==> src/sv/ufca_pkg.sv <==
// shared types and constants for the union-find component-and core
package ufca_pkg;

  localparam int NODE_FIELD_W = 10;
  localparam int WEIGHT_FIELD_W = 16;
  localparam int RANK_W = 4;
  localparam logic [RANK_W-1:0] RANK_MAX = 4'd15;

  localparam logic KIND_ADD = 1'b0;
  localparam logic KIND_QUERY = 1'b1;

  typedef struct packed {
    logic                      kind;
    logic [NODE_FIELD_W-1:0]   node_a;
    logic [NODE_FIELD_W-1:0]   node_b;
    logic [WEIGHT_FIELD_W-1:0] edge_weight;
  } in_item_t;

  typedef struct packed {
    logic                      connected;
    logic [WEIGHT_FIELD_W-1:0] walk_cost;
  } out_item_t;

  typedef struct packed {
    logic clr_wr;
    logic take;
    logic red1;
    logic red2;
    logic sel_b;
    logic root_b;
    logic cur_from_node;
    logic rd_par;
    logic cur_from_par;
    logic set_root;
    logic comp_wr;
    logic rd_attr;
    logic latch_a;
    logic merge;
    logic load_res;
  } cmd_t;

  typedef struct packed {
    logic clr_last;
    logic kind;
    logic par_self;
    logic cur_is_root;
    logic out_free;
  } status_t;

endpackage

==> src/sv/ufca_ctrl.sv <==
// sequencer for clearing, root walks, path compression, merge and query output
module ufca_ctrl
  import ufca_pkg::*;
(
  input  logic    clk,
  input  logic    rst,
  input  logic    in_valid,
  output logic    in_ready,
  input  status_t status,
  output cmd_t    cmd
);

  typedef enum logic [3:0] {
    S_CLEAR,
    S_IDLE,
    S_RED1,
    S_RED2,
    S_FIND,
    S_FCHK,
    S_COMP,
    S_CWR,
    S_ATTR_A,
    S_ATTR_B,
    S_MERGE,
    S_QOUT
  } state_t;

  state_t state, state_next;
  logic   side, side_next;

  always_ff @(posedge clk) begin
    if (rst) begin
      state <= S_CLEAR;
      side  <= 1'b0;
    end else begin
      state <= state_next;
      side  <= side_next;
    end
  end

  always_comb begin
    state_next = state;
    side_next  = side;
    cmd        = '0;
    cmd.sel_b  = side;
    cmd.root_b = side;
    in_ready   = 1'b0;
    unique case (state)
      S_CLEAR: begin
        cmd.clr_wr = 1'b1;
        if (status.clr_last) begin
          state_next = S_IDLE;
        end
      end
      S_IDLE: begin
        in_ready = 1'b1;
        side_next = 1'b0;
        if (in_valid) begin
          cmd.take = 1'b1;
          state_next = S_RED1;
        end
      end
      S_RED1: begin
        cmd.red1 = 1'b1;
        state_next = S_RED2;
      end
      S_RED2: begin
        cmd.red2 = 1'b1;
        state_next = S_FIND;
      end
      S_FIND: begin
        cmd.rd_par = 1'b1;
        state_next = S_FCHK;
      end
      S_FCHK: begin
        if (status.par_self) begin
          cmd.set_root = 1'b1;
          cmd.cur_from_node = 1'b1;
          state_next = S_COMP;
        end else begin
          cmd.cur_from_par = 1'b1;
          state_next = S_FIND;
        end
      end
      S_COMP: begin
        if (status.cur_is_root) begin
          if (!side) begin
            side_next = 1'b1;
            cmd.sel_b = 1'b1;
            cmd.cur_from_node = 1'b1;
            state_next = S_FIND;
          end else begin
            state_next = S_ATTR_A;
          end
        end else begin
          cmd.rd_par = 1'b1;
          state_next = S_CWR;
        end
      end
      S_CWR: begin
        cmd.comp_wr = 1'b1;
        state_next = S_COMP;
      end
      S_ATTR_A: begin
        cmd.rd_attr = 1'b1;
        cmd.sel_b = 1'b0;
        state_next = (status.kind == KIND_QUERY) ? S_QOUT : S_ATTR_B;
      end
      S_ATTR_B: begin
        cmd.rd_attr = 1'b1;
        cmd.sel_b = 1'b1;
        cmd.latch_a = 1'b1;
        state_next = S_MERGE;
      end
      S_MERGE: begin
        cmd.merge = 1'b1;
        state_next = S_IDLE;
      end
      S_QOUT: begin
        if (status.out_free) begin
          cmd.load_res = 1'b1;
          state_next = S_IDLE;
        end
      end
      default: begin
        state_next = S_IDLE;
      end
    endcase
  end

endmodule

==> config.mk <==
export PLATFORM = sky130hd
export DESIGN_NAME = ufca_ctrl
export DESIGN_NICKNAME = d
export VERILOG_FILES = /design/src/sv/ufca_pkg.sv /design/src/sv/ufca_ctrl.sv
export SDC_FILE = /design/constraint.sdc
export NUM_CORES = 1
export LEC_CHECK = 0
export BUFFER_PORTS_ARGS = -buffer_cell sky130_fd_sc_hd__buf_2
export CORE_AREA = 4 4 41 43
export CTS_CLUSTER_SIZE = 10
export DETAILED_ROUTE_END_ITERATION = 10
export DIE_AREA = 0 0 45 47
export GPL_ROUTABILITY_DRIVEN = 0
export PLACE_DENSITY_LB_ADDON = 0.08
export SYNTH_ARGS = -nofsm -noshare
export SYNTH_HDL_FRONTEND = slang
export SYNTH_SLANG_ARGS = --single-unit
export TNS_END_PERCENT = 50
==> constraint.sdc <==
create_clock -name clk -period 1.7 [get_ports clk]
set_input_delay 0.34 -clock clk [delete_from_list [all_inputs] [get_ports clk]]
set_output_delay 0.34 -clock clk [all_outputs]
set_load 0.05 [all_outputs]
==> flow_summary.yaml <==
clock_network:
  ctsRootBufferMaster: "clkbuf_4"
  cts-hold-fix-buffers: 0
  postCtsSetupBuffers: 0
  clock_sinks: 5
  htreeDepth: 1
  path_clk_slew_ns: 0.04
  cts_tree: "built"
  cts_buffers: 3
  clock_path_buffers: 2
  clk_latency_ns: 0.24
sta:
  setup_violations: 0
  fin_skew_ns: 0.00622
  maxSlewViolCount: 0
  holdWs_ns: 0.333
  hold_viol: 0
  period_share: 0.983
  min_period_ns: 1.67
  fmax_mhz: 598
  max_slew_margin: 0.825
  tightest_slew_ns: 0.261
  rsz0062_at_grt: "true"
grt:
  grt_pass1_wl_mm: 2.36
  grt_max_degree: 11
  grt_pass1_vias: 564
  grt_util_all_layers: 0.150
  antenna_found_initial: 0
  grt_overflow: 0
detailed_routing:
  drt_iter0_markers: 10
  via_count: 620
  dr.pass1.iters: 4
  antenna_left: 0
  route.detailed.drc: 0
  via_per_inst: 5.44
  routedWlPerCell_um: 12.7
  routed_wl_mm: 1.44
yosys:
  synth-seq-area-share: 0.205
  synthArstFlopShare: 0
  ys.flop_type: "dfxtp_1"
  yosysTopAreaCell: "dfxtp_1"
  synth-seq-cells: 5
  synth_edf_count: 0
  synthTopCellsByCount: "nor3_1, buf_2, dfxtp_1, nand2_1, a21oi_1"
  yosys_warnings: 0
  synth_fp_nets: 75
  yosysUniqueCellTypes: 33
  synth_area_per_cell_um2: 7.28
  synthCells: 67
  synth.top_cell.area_share: 0.205
  synth_area_leaders: "dfxtp_1, nor3_1, a2111oi_4"
  yosysMostFrequentCell: "nor3_1"
  synthesis.area_um2: 488
pwr:
  seq_power_share: 0.337
  p_switching_w: 0.000122
  pwr-share-comb: 0.311
  ir_drop_mv: 0.368
  p_leak_nw: 0.367
  power_density_nw_per_um2: 476
  power_w: 0.000379
  p_clk_frac: 0.352
  p_sw_frac: 0.322
  p_int_w: 0.000257
die:
  num_rows: 13
  pin_count: 24
  dieHeight_um: 47
  dieArea_um2: 2120
  core_area_um2: 1300
  die_w_um: 45
  start_util: 0.375
final_layout:
  drive_gt1_frac: 0.535
  multiInputGateArea_um2: 393
  syn2layout_area_growth_pct: 63.1
  instances_no_fill: 114
  nets: 108
  antenna_cells: 0
  n_fill_cell: 130
  final_area_um2: 796
  final_util: 0.612
  seqCellArea_um2: 113
setup_path:
  reg2reg_to: "state[3]"
  required_ns: 1.36
  crit_chain: "and2b_2, a31oi_1, o21ai_1, buf_6"
  timing.rr.start: "state[2]"
  startpoint_type: "flop"
  critPathMaxFanout: 10
  worstSetupEndpoint: "cmd[10]"
  crit_arrival_ns: 1.33
  criticalPathCategory: "flop to output port"
  crit_path_top_delay_cell: "dfxtp_4"
  startpoint: "state[0]"
  end_kind: "output port"
  path_depth: 4
  cpLargestDelayFamily: "flip-flops"
  rr_worst_depth: 4
  rrSetupSlack_ns: 0.31
  crit_buf_inv: 1
  max_stage_delay_ns: 0.41
job:
  maxCapViolCount: 0
hold_path:
  hp-class: "input pin to flop"
  min_from: "rst"
place:
  io_buffers: 23
  dp_hpwl_mm: 1.14
  place_inst: 110
  place_area_um2: 698
run_status:
  outcome: "complete, no violations"
==> layer usage <==
metal / wire [µm] / GRT usage
met5: 0 / 0
met4: 0 / 0
met3: 125 / 0.0498
met2: 687 / 0.257
met1: 631 / 0.196
==> power groups by stage <==
stage / logic, W / registers (W) / clock network, W
finish: 0.000118 / 0.000128 / 0.000133
global placement: 0.000110 / 0.000132 / 0
global route: 0.000127 / 0.000128 / 0.000146
floorplan: 0.0000746 / 0.000127 / 0
detailed placement: 0.000110 / 0.000132 / 0
CTS: 0.000113 / 0.000129 / 0.000138
==> worst min path at each step <==
stage | cells past startpoint | endpoint | slack (ns)
after floorplan | 1 | side | 0.41
after global placement | 2 | side | 0.59
after detailed placement | 2 | state[3] | 0.59
after CTS | 2 | state[0] | 0.33
after global routing | 2 | state[0] | 0.34
final | 2 | state[0] | 0.33
==> what timing repair did <==
action	in CTS	in global routing
pin swaps	0	2
gates cloned	0	0
setup endpoints to repair	11	10
resized for setup	15	12
==> metrics by stage <==
stage	setup slack, ns	TNS (ns)
after global routing	-0.0301	-0.0720
final	0.0291	0
after floorplan	-0.418	-2.49
after CTS	0.00111	0
after detailed placement	0.0706	0
after global placement	0.0950	0
==> state kept, by name (all words and copies together) (netlist names) <==
name and cells:
state 4, side 1
==> final cells by class <==
type,instances,share of cell area
clock buffer,4,0.0330
multi-input combinational,54,0.494
inverter,2,0.00943
sequential,5,0.142
tap,15,0.0236
timing repair buffer,34,0.299
==> cells by family (layout without fill, tap and decap cells) <==
logic type | Yosys count | after routing | share of synthesized area
AOI/OAI and AO/OA | 18 | 18 | 0.274
buffers and inverters | 8 | 40 | 0.0821
DFF | 5 | 5 | 0.205
and+or+nand+nor | 36 | 36 | 0.438
==> placed cells by master (no fill, tap or decap), drive strengths merged <==
cell     count
nor2b        3
a211o        1
nor3b        1
buf         33
nand4        1
inv          2
nor4         1
a211oi       2
nand3        1
nand4b       1
nand3b       2
nor3         7
nor2         3
dfxtp        5
a31oi        3
or3          2
and2         1
and2b        1
clkbuf       5
o21ai        3
a22oi        1
nand4bb      1
a2111oi      1
o22ai        1
nand2b       3
a21oi        4
nand2        5
and3         2
or2          1
a21o         2
Power figures use the tool's default switching activity.
